[config.mk]
export PLATFORM = sky130hd
export DESIGN_NAME = hbm_div
export DESIGN_NICKNAME = d
export VERILOG_FILES = /design/src/rtl/hbm_pkg.sv /design/src/rtl/hbm_div.sv
export SDC_FILE = /design/constraint.sdc
export NUM_CORES = 1
export LEC_CHECK = 0
export ABC_AREA = 1
export BUFFER_PORTS_ARGS = -buffer_cell sky130_fd_sc_hd__buf_4
export CAP_MARGIN = 20
export CORE_MARGIN = 2
export CORE_UTILIZATION = 50
export CTS_CLUSTER_SIZE = 12
export DETAILED_ROUTE_END_ITERATION = 10
export PLACE_DENSITY_LB_ADDON = 0.1
export SYNTH_ARGS = -nofsm -noshare
export SYNTH_HDL_FRONTEND = slang
export SYNTH_SLANG_ARGS = --single-unit
[constraint.sdc]
create_clock -name i_clk -period 5 [get_ports i_clk]
set_clock_uncertainty 0.15 [all_clocks]
set_input_delay 1.5 -clock i_clk [delete_from_list [all_inputs] [get_ports i_clk]]
set_output_delay 1.5 -clock i_clk [all_outputs]
set_load 0.005 [all_outputs]
[src/rtl/hbm_pkg.sv]
// shared types, codes and constants of the histogram axis bin mapper
`default_nettype none
package hbm_pkg;
    localparam int TABLE_DEPTH_DEF = 4096;
    localparam int DIV_STEPS = 16;

    localparam logic [1:0] KIND_DIRECT   = 2'd0;
    localparam logic [1:0] KIND_CALC     = 2'd1;
    localparam logic [1:0] KIND_BOUNDARY = 2'd2;
    localparam logic [1:0] KIND_LOOKUP   = 2'd3;

    localparam logic [1:0] ST_OK    = 2'd0;
    localparam logic [1:0] ST_BELOW = 2'd1;
    localparam logic [1:0] ST_ABOVE = 2'd2;

    localparam logic [2:0] REG_MAP_KIND    = 3'd0;
    localparam logic [2:0] REG_AXIS_LENGTH = 3'd1;
    localparam logic [2:0] REG_RANGE_CHECK = 3'd2;
    localparam logic [2:0] REG_TABLE_LEN   = 3'd3;
    localparam logic [2:0] REG_SHIFT_THR   = 3'd4;
    localparam logic [2:0] REG_SHIFT_OFF   = 3'd5;

    typedef struct packed {
        logic        start;
        logic [31:0] dividend;
        logic [31:0] divisor;
    } t_div_req;

    typedef struct packed {
        logic        done;
        logic [31:0] quotient;
    } t_div_rsp;
endpackage
`default_nettype wire

[src/rtl/hbm_div.sv]
// iterative signed divider, two quotient bits per cycle, truncating
`default_nettype none
module hbm_div (
    input  wire logic              i_clk,
    input  wire logic              i_rst_n,
    input  wire hbm_pkg::t_div_req i_req,
    output hbm_pkg::t_div_rsp      o_rsp
);
    localparam int CW = $clog2(hbm_pkg::DIV_STEPS);

    logic          r_busy;
    logic          r_done;
    logic          r_neg;
    logic [CW-1:0] r_cnt;
    logic [32:0]   r_rem;
    logic [31:0]   r_quo;
    logic [31:0]   r_dvs;
    logic [32:0]   n_rem;
    logic [31:0]   n_quo;

    always_comb begin
        n_rem = r_rem;
        n_quo = r_quo;
        for (int k = 0; k < 2; k++) begin
            n_rem = {n_rem[31:0], n_quo[31]};
            n_quo = {n_quo[30:0], 1'b0};
            if (n_rem >= {1'b0, r_dvs}) begin
                n_rem  = n_rem - {1'b0, r_dvs};
                n_quo[0] = 1'b1;
            end
        end
    end

    always_ff @(posedge i_clk) begin
        if (!i_rst_n) begin
            r_busy <= 1'b0;
            r_done <= 1'b0;
            r_cnt  <= '0;
        end else begin
            r_done <= 1'b0;
            if (i_req.start) begin
                r_busy <= 1'b1;
                r_cnt  <= '0;
                r_rem  <= '0;
                r_quo  <= i_req.dividend[31] ? -i_req.dividend : i_req.dividend;
                r_dvs  <= i_req.divisor[31] ? -i_req.divisor : i_req.divisor;
                r_neg  <= i_req.dividend[31] ^ i_req.divisor[31];
            end else if (r_busy) begin
                r_rem <= n_rem;
                r_quo <= n_quo;
                r_cnt <= r_cnt + 1'b1;
                if (r_cnt == CW'(hbm_pkg::DIV_STEPS - 1)) begin
                    r_busy <= 1'b0;
                    r_done <= 1'b1;
                end
            end
        end
    end

    assign o_rsp.done     = r_done;
    assign o_rsp.quotient = r_neg ? -r_quo : r_quo;
endmodule
`default_nettype wire

==> After elaboration in Yosys (flattened, before gate mapping) <==
Index checks and enable logic that the tools add are counted.
{ "totals": {"wordCells": 39, "out_inout_bits": 33, "ff_bits": 103, "in_bits": 67} }
{ "op_classes": {"order_cmp": 2, "reduce_logical": 5, "bitwise_logic": 3, "n_eq_ne": 1, "add_sub_neg": 6, "n_mux": 14} }
{ "ops": {"columns": ["op", "count"], "rows": [
  ["32-bit 2-to-1 mux", 7],
  ["32-bit negation", 3],
  ["33-bit by 32-bit >= comparator with 1-bit output", 2],
  ["32-bit subtractor", 2],
  ["31-bit 2-to-1 mux", 1],
  ["1-bit 2-to-1 mux", 6],
  ["4-bit by 1-bit adder with 4-bit output, second input constant", 1],
  ["4-bit equality test, second input constant", 1],
  ["2-bit AND reduction", 2],
  ["3-bit OR reduction", 1],
  ["1-bit inverter", 2],
  ["2-bit nonzero test", 1],
  ["2-bit OR reduction", 1],
  ["1-bit bitwise XOR", 1]
]} }

==> Depth between registers and ports, before layout <==
Gate-level depths: netlist of run 1.
{ "logic_depth": {"word_depth": 6, "ltp_mapped": 29, "ltp_nobuf": 28} }

==> Worst setup path after synthesis of run 1 <==
No wires, ideal clock.
{ "synth_timing": {"path_type": "in2reg", "start": "input port i_req[64] (netlist name)", "end": "register r_quo[0], enable pin", "slack_ns": 0.923, "required_ns": 4.427, "path_buffers": 2, "setup_time_ns": 0.423, "cell_stages": 4, "arrival_ns": 3.504, "cell_sequence": "clkbuf_1 -> clkbuf_1 -> nand2_1 -> nand2_1"} }
{ "synth_via": {"elab_chain_cells": 2} }
{ "synth_rtl": {"columns": ["element", "line_no", "source"], "rows": [
  ["start: declaration", "hbm_div.sv:6", "input wire hbm_pkg::t_div_req i_req,"],
  ["2-bit nonzero test (no source line)", null, null],
  ["2-bit AND reduction (no source line)", null, null],
  ["end signal: assignment", "hbm_div.sv:45", "r_quo <= i_req.dividend[31] ? -i_req.dividend : i_req.dividend;"],
  ["end signal: assignment", "hbm_div.sv:50", "r_quo <= n_quo;"],
  ["end: declaration", "hbm_div.sv:16", "logic [31:0] r_quo;"]
]} }
No other way between the ends.
A chain may end at the register's enable or synchronous reset.

==> Worst setup path in the final report of run 1 <==
{ "layout_timing": {"start": "register r_dvs[29]", "end": "register r_rem[0], data pin"} }
{ "layout_via": {"elab_chain_cells": 5, "elab_cells_between_ends": 6, "cone_classes": "add/sub (1); order compare (2); mux (3)"} }
{ "layout_rtl": {"columns": ["element", "line_no", "source"], "rows": [
  ["start: declaration", "hbm_div.sv:17", "logic [31:0] r_dvs;"],
  ["start signal: assignment", "hbm_div.sv:46", "r_dvs <= i_req.divisor[31] ? -i_req.divisor : i_req.divisor;"],
  ["32-bit subtractor / 33-bit by 32-bit >= comparator with 1-bit output (equally long branches)", "hbm_div.sv:28, hbm_div.sv:27", null],
  ["32-bit 2-to-1 mux", "hbm_div.sv:27", "if (n_rem >= {1'b0, r_dvs}) begin"],
  ["33-bit by 32-bit >= comparator with 1-bit output (*)", "hbm_div.sv:27", null],
  ["32-bit 2-to-1 mux (*)", "hbm_div.sv:27", null],
  ["32-bit 2-to-1 mux (*)", "hbm_div.sv:48", "end else if (r_busy) begin"],
  ["end signal: assignment", "hbm_div.sv:49", "r_rem <= n_rem;"],
  ["end: declaration", "hbm_div.sv:15", "logic [32:0] r_rem;"]
]} }
Every way passes the cells marked *; elsewhere a longest branch is shown, timed or not. The select of a mux whose other input is x is not followed.

==> metrics.txt, run 1 <==
# TYPE chip_impl_metric gauge
chip_impl_metric{name="detailroute.via_count",unit=""} 11600
chip_impl_metric{name="drive_gt1_frac",unit=""} 0.0983
chip_impl_info{name="timing.critical_path.to_type",value="register"} 1
chip_impl_metric{name="cts_buffers",unit=""} 9
chip_impl_metric{name="worst_slew_pin_slew",unit="ns"} 0.813
chip_impl_metric{name="yosys.cell_types.count",unit=""} 46
chip_impl_info{name="synth.largest_area_cell",value="edfxtp_1"} 1
chip_impl_metric{name="firstDrtPassIters",unit=""} 5
chip_impl_metric{name="dieArea",unit="sq mm"} 0.0243
chip_impl_metric{name="yosysSeqAreaShare",unit=""} 0.263
chip_impl_metric{name="post_synth_inst_count",unit=""} 1785
chip_impl_info{name="yosys-top-cells-area",value="edfxtp_1, nand2_1, inv_1"} 1
chip_impl_metric{name="synth_top_area_frac",unit=""} 0.253
chip_impl_metric{name="postSynthRegisterBits",unit=""} 103
chip_impl_metric{name="antenna_found_initial",unit=""} 0
chip_impl_metric{name="finalCritPeriodShare",unit=""} 0.937
chip_impl_info{name="critical-path-slowest-cell",value="ha_1"} 1
chip_impl_metric{name="utilization",unit=""} 0.569
chip_impl_info{name="setup.worst_path.class",value="register to register"} 1
chip_impl_metric{name="cellInternalPower",unit="mW"} 3.98
chip_impl_metric{name="cts-root-to-sink-buffers",unit=""} 2
chip_impl_info{name="grt_setup_unrepaired",value="no"} 1
chip_impl_metric{name="worst_slack",unit="ns"} 0.317
chip_impl_metric{name="die_height",unit="um"} 156
chip_impl_info{name="cts-root-buf",value="clkbuf_16"} 1
chip_impl_metric{name="syn-num-nets",unit=""} 1922
chip_impl_metric{name="worst_slew_margin_rel",unit=""} 0.456
chip_impl_metric{name="synthesis.yosys.warnings",unit=""} 0
chip_impl_metric{name="grt_max_degree",unit=""} 65
chip_impl_info{name="cts_tree",value="built"} 1
chip_impl_metric{name="groute.usage.overall",unit=""} 0.295
chip_impl_metric{name="max-cap-violations",unit=""} 0
chip_impl_metric{name="placementRows",unit=""} 55
chip_impl_metric{name="cts_max_level",unit=""} 3
chip_impl_metric{name="critical_path_maximum_fanout",unit=""} 32
chip_impl_metric{name="num_antenna_cells",unit=""} 0
chip_impl_metric{name="power.density_cell_area",unit="mW/mm^2"} 708
chip_impl_info{name="most_frequent_standard_cell_in_the_layout_excluding_fill_and_tap_cells",value="nand2_1"} 1
chip_impl_metric{name="pwr-share-clk",unit=""} 0.075
chip_impl_metric{name="top_level_ports",unit=""} 100
chip_impl_metric{name="critPathRequiredTime",unit="ns"} 4.91
chip_impl_metric{name="syn_area_per_cell",unit="sq um"} 6.45
chip_impl_metric{name="layout.nets",unit=""} 2004
chip_impl_metric{name="pwr-share-seq",unit=""} 0.155
chip_impl_metric{name="slew_violations",unit=""} 0
chip_impl_info{name="worst_setup_path_start_kind",value="register"} 1
chip_impl_metric{name="grt_first_pass_wirelength",unit="mm"} 55.6
chip_impl_metric{name="peakVddDrop",unit="V"} 0.000411
chip_impl_metric{name="die-width",unit="um"} 156
chip_impl_metric{name="worst_path_largest_cell_delay",unit="ns"} 0.39
chip_impl_metric{name="setup_viol",unit=""} 0
chip_impl_info{name="crit_family",value="simple AND/OR/NAND/NOR gates"} 1
chip_impl_info{name="hold_path.class",value="register to register"} 1
chip_impl_metric{name="pre_cts_setup_slack",unit="ns"} 0.0114
chip_impl_metric{name="cts_setup_buffers",unit=""} 0
chip_impl_metric{name="gpl.final_weighted_congestion",unit=""} 1.00
chip_impl_metric{name="synth.cell_area",unit="sq mm"} 0.0115
chip_impl_info{name="most-common-layout-cells",value="nand2_1, inv_1, nor2_1, nand3_1, buf_4"} 1
chip_impl_metric{name="ant_nets",unit=""} 0
chip_impl_metric{name="shortest_period_the_worst_path_allows",unit="ns"} 4.68
chip_impl_info{name="cp_common_cell",value="nand2_1"} 1
chip_impl_metric{name="net-switching-power",unit="mW"} 5.14
chip_impl_metric{name="drc_errors",unit=""} 0
chip_impl_metric{name="via_per_inst",unit=""} 5.40
chip_impl_metric{name="fmaxAchievable",unit="MHz"} 214
chip_impl_metric{name="post_drt_wl_per_cell",unit="um"} 16.4
chip_impl_metric{name="place.port_buffers",unit=""} 99
chip_impl_metric{name="cp.arrival",unit="ns"} 4.60
chip_impl_metric{name="core_region_area",unit="sq mm"} 0.0226
chip_impl_metric{name="power.share.switching",unit=""} 0.564
chip_impl_metric{name="hold_viol_final",unit=""} 0
chip_impl_metric{name="layout-area-overhead-vs-synth",unit="%"} 11.9
chip_impl_metric{name="cts.clk_slew.worst_paths",unit="ns"} 0.08
chip_impl_metric{name="drt_wl_total",unit="mm"} 35.3
chip_impl_metric{name="clk-insertion-delay-late",unit="ns"} 0.37
chip_impl_metric{name="combinationalPowerShare",unit=""} 0.770
chip_impl_info{name="outcome",value="finished, final reports clean"} 1
chip_impl_metric{name="place.detailed.hpwl",unit="mm"} 29.5
chip_impl_metric{name="first_global_vias",unit=""} 10600
chip_impl_metric{name="initial_core_util",unit=""} 0.509
chip_impl_metric{name="grt_overflow",unit=""} 0
chip_impl_metric{name="cellLeakagePower",unit="nW"} 6.55
chip_impl_metric{name="tritoncts_num_sinks",unit=""} 103
chip_impl_metric{name="drt_first_iter_violations",unit=""} 1054
chip_impl_metric{name="final.setup.tns",unit="ns"} 0
chip_impl_metric{name="worstPathBufferInverterCount",unit=""} 6
==> final timing paths <==
check,startpoint,end,slack (ns),depth (start not counted)
setup / recovery,r_dvs[29]$_DFFE_PP_,r_rem[0]$_SDFFCE_PP0P_,0.32,25
hold / removal,r_cnt[0]$_SDFFE_PP0P_,r_cnt[0]$_SDFFE_PP0P_,0.35,2
setup reg to reg,r_dvs[29]$_DFFE_PP_,r_rem[0]$_SDFFCE_PP0P_,0.32,25
hold reg to reg,r_cnt[0]$_SDFFE_PP0P_,r_cnt[0]$_SDFFE_PP0P_,0.35,2
==> stage by stage <==
stage	cells	power, mW	hold slack, ns	cell area, sq um
after floorplan	1785	6.41	0.317	11500
after global placement	2140	8.27	0.334	12500
after detailed placement	2141	8.24	0.338	12600
after CTS	2157	8.95	0.349	12900
after global routing	2157	9.97	0.374	12900
final	2157	9.13	0.347	12900
==> Yosys cell counts (all sizes together) <==
| cell | count |
|---|---|
| nand2 | 549 |
| inv | 291 |
| nor2 | 169 |
| nand3 | 150 |
| edfxtp | 97 |
| xor2 | 83 |
| ha | 68 |
| o21ai | 67 |
| nand4 | 63 |
| a21oi | 61 |
| xnor2 | 38 |
| nor3 | 32 |
| buf | 24 |
| clkbuf | 20 |
| a31oi | 13 |
| o21bai | 11 |
| dfxtp | 6 |
| nand3b | 6 |
| nor4 | 6 |
| and2 | 5 |
| clkinv | 3 |
| o211ai | 3 |
| o21a | 3 |
| o31ai | 3 |
| or2 | 3 |
| a211oi | 2 |
| a21boi | 2 |
| fa | 2 |
| a21o | 1 |
| a41oi | 1 |
| nor3b | 1 |
| o41ai | 1 |
| or3b | 1 |
==> tightest hold or removal path, stage by stage (launching register included) <==
cell and delay, ns:
dfxtp_1 0.33, nor2_1 0.08, nor2_1 0.05
==> registers in the layout, summed over array words and instances, names as in the netlist <==
signal / count
r_neg: 1
r_cnt: 4
r_done: 1
r_dvs: 32
r_rem: 32
r_quo: 32
r_busy: 1
==> timing repair <==
action | in CTS | in global routing
resized for setup | 0 | 8
hold buffers | 0 | 0
endpoints found under the setup margin | 0 | 33
==> power by group through the flow <==
stage	clock network [mW]	logic, mW	registers, mW
4_1_cts	0.691	6.85	1.41
3_3_place_gp	0	6.84	1.42
2_1_floorplan	0	5.03	1.38
5_1_grt	0.724	7.82	1.43
3_5_place_dp	0	6.82	1.42
6_report	0.686	7.03	1.41
==> per-layer routing <==
layer,vias to the layer above,GRT usage,part of all wire
met3,59,0.0333,0.072
met5,-,0,0
met4,0,0.107,0.032
met2,428,0.423,0.40
met1,5240,0.454,0.49
li1,5916,-,-
==> logic make-up after synthesis <==
| group | after synthesis | synth area share |
|---|---|---|
| AND/OR/NAND/NOR | 985 | 0.371 |
| buffers and inverters | 338 | 0.116 |
| AO/OA/AOI/OAI | 168 | 0.0811 |
| XOR/XNOR | 121 | 0.0920 |
| flip-flops | 103 | 0.263 |
| adder cells (fa/ha/maj) | 70 | 0.0773 |
==> layout make-up <==
cell class / count / area, sq um
inverters: 294 / 1100
flip-flops and latches: 103 / 3030
fillers: 2262 / 9750
clock buffers: 9 / 225
repair buffers: 115 / 921
well taps: 285 / 357
clock inverters: 7 / 55.1
multi-input cells: 1344 / 7200
Power figures use the tool's default switching activity.
==> run 2, diff against run 1 <==
Settings changed: CTS_BUF_LIST from default to sky130_fd_sc_hd__clkbuf_2, CTS_CLUSTER_DIAMETER from default to 60.
==> run 2 against run 1 <==
Sequential power about the same. First-iteration DRC count fell by 5.1%. Core utilization shrank 0.69 points. Cell count is essentially flat. Routed wire length is 0.10% lower. Sequential cell count did not move. Register-to-register slack improved by 0.02 ns. Hold slack improved by 0.017 ns. Maximum frequency fell by 0.87%. Sequential share of layout area up 0.29 points. Critical path depth shrank 12. Critical endpoint is now o_rsp[31]. Largest cell class unchanged. Largest power group unchanged.
==> metrics.txt, run 2 (synthesis results as in run 1) <==
# TYPE chip_impl_metric gauge
chip_impl_metric{name="drc_errors",unit=""} 0
chip_impl_metric{name="placed_cell_area",unit="sq mm"} 0.0126
chip_impl_info{name="crit_path_cell_trace",value="nor2_1, nand4_1, nor3_1, buf_4, nand2_1, nor2_1, nand4_1, nor2_1, nand3_1, nand2_1, xor2_1, buf_4, buf_4"} 1
chip_impl_metric{name="top_level_ports",unit=""} 100
chip_impl_metric{name="fmaxAchievable",unit="MHz"} 212
chip_impl_metric{name="antenna_found_initial",unit=""} 1
chip_impl_info{name="cts_tree",value="built"} 1
chip_impl_info{name="crit_family",value="simple AND/OR/NAND/NOR gates"} 1
chip_impl_metric{name="clk-insertion-delay-late",unit="ns"} 0.64
chip_impl_metric{name="whs",unit="ns"} 0.364
chip_impl_metric{name="place.port_buffers",unit=""} 99
chip_impl_metric{name="shortest_period_the_worst_path_allows",unit="ns"} 4.72
chip_impl_info{name="outcome",value="finished, final reports clean"} 1
chip_impl_metric{name="gpl.final_weighted_congestion",unit=""} 1.00
chip_impl_metric{name="slew_violations",unit=""} 0
chip_impl_metric{name="cts_max_level",unit=""} 3
chip_impl_info{name="biggestRegsByFlops",value="r_dvs: 32 flops, r_quo: 32 flops, r_rem: 32 flops"} 1
chip_impl_metric{name="place.detailed.hpwl",unit="mm"} 29.5
chip_impl_info{name="setup.worst_path.class",value="register to primary output"} 1
chip_impl_metric{name="die-width",unit="um"} 156
chip_impl_metric{name="cts_repair_resize_count",unit=""} 1
chip_impl_metric{name="die_height",unit="um"} 156
chip_impl_metric{name="cts_buffers",unit=""} 9
chip_impl_metric{name="post_drt_wl_per_cell",unit="um"} 16.3
chip_impl_info{name="grt_setup_unrepaired",value="no"} 1
chip_impl_metric{name="placementRows",unit=""} 55
chip_impl_metric{name="layout-area-overhead-vs-synth",unit="%"} 10.6
chip_impl_info{name="hold_path.class",value="register to register"} 1
chip_impl_metric{name="layout.nets",unit=""} 2004
chip_impl_metric{name="postLayoutCellArea",unit="sq mm"} 0.0127
chip_impl_metric{name="via_per_inst",unit=""} 5.39
chip_impl_metric{name="max-cap-violations",unit=""} 0
chip_impl_metric{name="final_cell_count_no_fill",unit=""} 2159
chip_impl_metric{name="power.density_cell_area",unit="mW/mm^2"} 692
chip_impl_metric{name="setup_viol",unit=""} 0
chip_impl_metric{name="firstDrtPassIters",unit=""} 5
chip_impl_info{name="most_frequent_standard_cell_in_the_layout_excluding_fill_and_tap_cells",value="nand2_1"} 1
chip_impl_metric{name="final.setup.tns",unit="ns"} 0
chip_impl_metric{name="worst_slack",unit="ns"} 0.276
chip_impl_metric{name="initial_core_util",unit=""} 0.509
chip_impl_metric{name="tritoncts_num_sinks",unit=""} 103
chip_impl_metric{name="groute.usage.overall",unit=""} 0.293
chip_impl_metric{name="cts-root-to-sink-buffers",unit=""} 2
chip_impl_info{name="most-common-layout-cells",value="nand2_1, inv_1, nor2_1, nand3_1, buf_4"} 1
chip_impl_metric{name="worst_slew_pin_slew",unit="ns"} 0.805
chip_impl_metric{name="critPathRequiredTime",unit="ns"} 3.35
chip_impl_metric{name="cts.clk_slew.worst_paths",unit="ns"} 0.31
chip_impl_metric{name="dieArea",unit="sq mm"} 0.0243
chip_impl_metric{name="total_power_consumption_of_the_routed_design",unit="mW"} 8.82
chip_impl_metric{name="postCtsHoldBufs",unit=""} 0
chip_impl_metric{name="grt_overflow",unit=""} 0
chip_impl_metric{name="worst_path_largest_cell_delay",unit="ns"} 0.57
chip_impl_metric{name="hold_viol_final",unit=""} 0
chip_impl_metric{name="peakVddDrop",unit="V"} 0.000410
chip_impl_metric{name="cts_setup_buffers",unit=""} 0
chip_impl_metric{name="grt_max_degree",unit=""} 65
chip_impl_metric{name="critical_path_maximum_fanout",unit=""} 4
chip_impl_metric{name="core_region_area",unit="sq mm"} 0.0226
chip_impl_metric{name="detailroute.via_count",unit=""} 11600
chip_impl_metric{name="ant_nets",unit=""} 0
chip_impl_metric{name="setup.reg_to_reg.worst_slack",unit="ns"} 0.34
chip_impl_metric{name="drt_wl_total",unit="mm"} 35.3
chip_impl_metric{name="dp.cells",unit=""} 2141
chip_impl_metric{name="worstPathBufferInverterCount",unit=""} 3
chip_impl_info{name="worst_setup_path_start_kind",value="register"} 1
chip_impl_metric{name="finalCritPeriodShare",unit=""} 0.945
chip_impl_metric{name="drive_gt1_frac",unit=""} 0.0999
chip_impl_info{name="timing.critical_path.to_type",value="primary output"} 1
chip_impl_metric{name="worst_slew_margin_rel",unit=""} 0.462
chip_impl_metric{name="grt_first_pass_wirelength",unit="mm"} 55.4
chip_impl_metric{name="first_global_vias",unit=""} 10600
chip_impl_metric{name="utilization",unit=""} 0.563
chip_impl_metric{name="cellLeakagePower",unit="nW"} 6.48
chip_impl_info{name="cts-root-buf",value="clkbuf_2"} 1
chip_impl_info{name="critical-path-slowest-cell",value="edfxtp_1"} 1
chip_impl_metric{name="drt_first_iter_violations",unit=""} 1000
chip_impl_metric{name="cp.arrival",unit="ns"} 3.07
chip_impl_metric{name="pre_cts_setup_slack",unit="ns"} 0.0114
run 2: metal layers:
metal,vias to the layer above,share of wire,global-route usage
met1,5248,0.49,0.451
met3,57,0.073,0.0314
met4,0,0.030,0.104
met2,420,0.41,0.422
li1,5916,-,-
met5,-,0,0
run 2: tightest hold or removal path, delay by kind of cell (launching register included):
family        cells  cell delay, ns
flops             1            0.40
simple gates      2            0.13
run 2: cell type report:
type / count / area [sq um]
diodes: 2 / 5.00
clock buffers: 9 / 45.0
clock inverters: 7 / 55.1
fillers: 2285 / 9900
inverters: 294 / 1100
multi-input cells: 1344 / 7220
flip-flops and latches: 103 / 3030
well taps: 285 / 357
repair buffers: 115 / 921
run 2: power by group:
part           total, mW  internal [mW]  switching [mW]
sequential          1.41           1.28           0.134
clock              0.374         0.0719           0.302
combinational       7.03           2.36            4.68
total               8.82           3.71            5.11
run 2: final timing paths:
check | cells after the start | start | to
hold / removal | 2 | r_cnt[0]$_SDFFE_PP0P_ | r_cnt[0]$_SDFFE_PP0P_
setup reg to reg | 23 | r_quo[31]$_DFFE_PP_ | r_rem[0]$_SDFFCE_PP0P_
hold reg to reg | 2 | r_cnt[0]$_SDFFE_PP0P_ | r_cnt[0]$_SDFFE_PP0P_
setup / recovery | 13 | r_quo[4]$_DFFE_PP_ | o_rsp[31]
==> run 3, diff against run 2 <==
Settings changed: PLACE_DENSITY_LB_ADDON 0.1 to 0.2.
==> run 3 against run 2 <==
Combinational power is 1% lower. Sequential share of layout area hardly changed. Sequential power hardly changed. Via count is 0.40% higher. Global-route usage is 0.71 points lower. Sequential cell count stayed put. Setup slack better by 0.094 ns. Power hardly changed. Core utilization is 0.055 points lower. Critical path depth is 11 higher.
==> metrics.txt, run 3 (synthesis results as in run 1) <==
# TYPE chip_impl_metric gauge
chip_impl_metric{name="slew_violations",unit=""} 0
chip_impl_metric{name="via_per_inst",unit=""} 5.42
chip_impl_info{name="cts-root-buf",value="clkbuf_2"} 1
chip_impl_info{name="most-common-layout-cells",value="nand2_1, inv_1, nor2_1, nand3_1, buf_4"} 1
chip_impl_metric{name="max-cap-violations",unit=""} 0
chip_impl_metric{name="tritoncts_num_sinks",unit=""} 103
chip_impl_metric{name="firstDrtPassIters",unit=""} 6
chip_impl_info{name="biggestRegsByFlops",value="r_dvs: 32 flops, r_quo: 32 flops, r_rem: 32 flops"} 1
chip_impl_metric{name="number_of_fill_cells_in_the_layout",unit=""} 2261
chip_impl_metric{name="top_level_ports",unit=""} 100
chip_impl_metric{name="finalCritPeriodShare",unit=""} 0.926
chip_impl_metric{name="critical_path_maximum_fanout",unit=""} 32
chip_impl_metric{name="groute.usage.overall",unit=""} 0.286
chip_impl_metric{name="grtUsageMet1",unit=""} 0.424
chip_impl_info{name="setup.worst_path.class",value="register to register"} 1
chip_impl_metric{name="hold_viol_final",unit=""} 0
chip_impl_metric{name="detailroute.via_count",unit=""} 11700
chip_impl_metric{name="cts_max_level",unit=""} 3
chip_impl_metric{name="drt_wl_total",unit="mm"} 34.5
chip_impl_metric{name="placed_cell_area",unit="sq mm"} 0.0125
chip_impl_metric{name="postLayoutCellArea",unit="sq mm"} 0.0127
chip_impl_metric{name="utilization",unit=""} 0.562
chip_impl_metric{name="drc_errors",unit=""} 0
chip_impl_metric{name="placementRows",unit=""} 55
chip_impl_metric{name="ant_nets",unit=""} 0
chip_impl_metric{name="pwr-share-clk",unit=""} 0.050
chip_impl_metric{name="dieArea",unit="sq mm"} 0.0243
chip_impl_info{name="grt.busiest_layer",value="met2"} 1
chip_impl_metric{name="clk-insertion-delay-late",unit="ns"} 0.64
chip_impl_info{name="most_frequent_standard_cell_in_the_layout_excluding_fill_and_tap_cells",value="nand2_1"} 1
chip_impl_metric{name="shortest_period_the_worst_path_allows",unit="ns"} 4.63
chip_impl_metric{name="met3_usage",unit=""} 0.0433
chip_impl_metric{name="first_global_vias",unit=""} 10500
chip_impl_metric{name="cellInternalPower",unit="mW"} 3.74
chip_impl_info{name="worst_setup_path_start_kind",value="register"} 1
chip_impl_metric{name="layout.nets",unit=""} 2004
chip_impl_metric{name="layout-area-overhead-vs-synth",unit="%"} 10.5
chip_impl_metric{name="grt_first_pass_wirelength",unit="mm"} 54.2
chip_impl_metric{name="setup_viol",unit=""} 0
chip_impl_metric{name="place.detailed.hpwl",unit="mm"} 29.0
chip_impl_metric{name="drt_first_iter_violations",unit=""} 920
chip_impl_metric{name="power.share.switching",unit=""} 0.576
chip_impl_metric{name="post_drt_wl_per_cell",unit="um"} 16.0
chip_impl_metric{name="cts-root-to-sink-buffers",unit=""} 2
chip_impl_metric{name="die-width",unit="um"} 156
chip_impl_metric{name="global_routing_met2_resource_utilization",unit=""} 0.426
chip_impl_info{name="hold_path.class",value="register to register"} 1
chip_impl_metric{name="combinationalPowerShare",unit=""} 0.788
chip_impl_metric{name="cp.arrival",unit="ns"} 4.90
chip_impl_metric{name="grt_max_degree",unit=""} 66
chip_impl_metric{name="core_region_area",unit="sq mm"} 0.0226
chip_impl_metric{name="gpl.final_weighted_congestion",unit=""} 1.02
chip_impl_info{name="cts_tree",value="built"} 1
chip_impl_metric{name="grt_overflow",unit=""} 0
chip_impl_metric{name="pwr-share-seq",unit=""} 0.162
chip_impl_metric{name="cellLeakagePower",unit="nW"} 6.50
chip_impl_metric{name="die_height",unit="um"} 156
chip_impl_info{name="timing.critical_path.to_type",value="register"} 1
chip_impl_metric{name="critPathRequiredTime",unit="ns"} 5.27
chip_impl_metric{name="drive_gt1_frac",unit=""} 0.0988
chip_impl_metric{name="worst_slew_pin_slew",unit="ns"} 0.615
chip_impl_info{name="outcome",value="finished, final reports clean"} 1
chip_impl_metric{name="worst_slew_margin_rel",unit=""} 0.590
chip_impl_metric{name="place.port_buffers",unit=""} 99
chip_impl_metric{name="fmaxAchievable",unit="MHz"} 216
chip_impl_metric{name="power.density_cell_area",unit="mW/mm^2"} 693
chip_impl_metric{name="initial_core_util",unit=""} 0.509
chip_impl_metric{name="cts.clk_slew.worst_paths",unit="ns"} 0.32
chip_impl_metric{name="cts_buffers",unit=""} 9
chip_impl_metric{name="antenna_found_initial",unit=""} 1
chip_impl_metric{name="whs",unit="ns"} 0.378
chip_impl_metric{name="peakVddDrop",unit="V"} 0.000365
chip_impl_metric{name="net-switching-power",unit="mW"} 5.08
## run 3: changes by cell type in the layout (fill, tap and decap cells not counted), sizes merged
cell | before | now
clkinvlp | 2 | 1
diode | 2 | 1
bufinv | 0 | 1
## run 3: final cells by class
| type | count | area, sq um | share of cell area |
|---|---|---|---|
| diodes | 1 | 2.50 | 0.000197 |
| clock buffers | 9 | 45.0 | 0.00354 |
| clock inverters | 7 | 88.8 | 0.00698 |
| inverters | 294 | 1100 | 0.0868 |
| multi-input cells | 1344 | 7190 | 0.565 |
| flip-flops and latches | 103 | 3030 | 0.238 |
| well taps | 285 | 357 | 0.0280 |
| repair buffers | 115 | 903 | 0.0710 |
## run 3: timing repair
action	in CTS	in global routing
endpoints found under the setup margin	0	34
setup buffers	0	0
hold buffers	0	0
gates resized for setup	0	10
## run 3: path summary, 6_finish.rpt
kind                                       startpoint                 endpoint  slack [ns]  depth (start not counted)
worst min-delay path            r_cnt[0]$_SDFFE_PP0P_    r_cnt[0]$_SDFFE_PP0P_        0.38                          2
worst min register to register  r_cnt[0]$_SDFFE_PP0P_    r_cnt[0]$_SDFFE_PP0P_        0.38                          2
worst max register to register    r_dvs[28]$_DFFE_PP_  r_rem[13]$_SDFFCE_PP0P_        0.37                         24
worst max-delay path              r_dvs[28]$_DFFE_PP_  r_rem[13]$_SDFFCE_PP0P_        0.37                         24
## run 3: routing by layer
layer / wire [um] / share of wire / vias to the layer above
li1: - / - / 5913
met1: 16100 / 0.47 / 5229
met2: 14400 / 0.42 / 495
met3: 2970 / 0.086 / 50
met4: 1070 / 0.031 / 0
met5: 0 / 0 / -
## run 3: worst max-delay path, stage by stage, from the launching register on
cell      delay [ns]
edfxtp_1        0.41
inv_1           0.12
ha_1            0.40
nand2_1         0.15
nor2_1          0.19
inv_1           0.11
nor2_1          0.27
nand2_4         0.27
nand2_8         0.26
nand2_1         0.09
nand2_1         0.15
ha_1            0.30
nand2_1         0.10
inv_1           0.06
a21oi_1         0.16
nand2_1         0.13
nand2_1         0.09
nand2_1         0.14
nand2_1         0.10
nand2_1         0.10
nand2_2         0.09
nand4_2         0.19
buf_12          0.23
nand3_1         0.08
nand2_1         0.06
## run 3: per-stage QoR
stage | TNS, ns | worst slack (ns) | power, mW | cells
5_1_grt | -0.00115 | -0.00103 | 9.68 | 2158
3_5_place_dp | 0 | 0.211 | 8.17 | 2141
3_3_place_gp | 0 | 0.174 | 8.18 | 2140
6_report | 0 | 0.369 | 8.82 | 2158
2_1_floorplan | 0 | 0.923 | 6.41 | 1785
4_1_cts | 0 | 0.144 | 8.63 | 2157
## run 3: power groups by stage
stage          logic (mW)  registers, mW  clock network (mW)
6_report             6.95           1.43               0.438
5_1_grt              7.75           1.45               0.475
4_1_cts              6.76           1.42               0.450
3_5_place_dp         6.72           1.44                   0
3_3_place_gp         6.74           1.44                   0
2_1_floorplan        5.03           1.38                   0
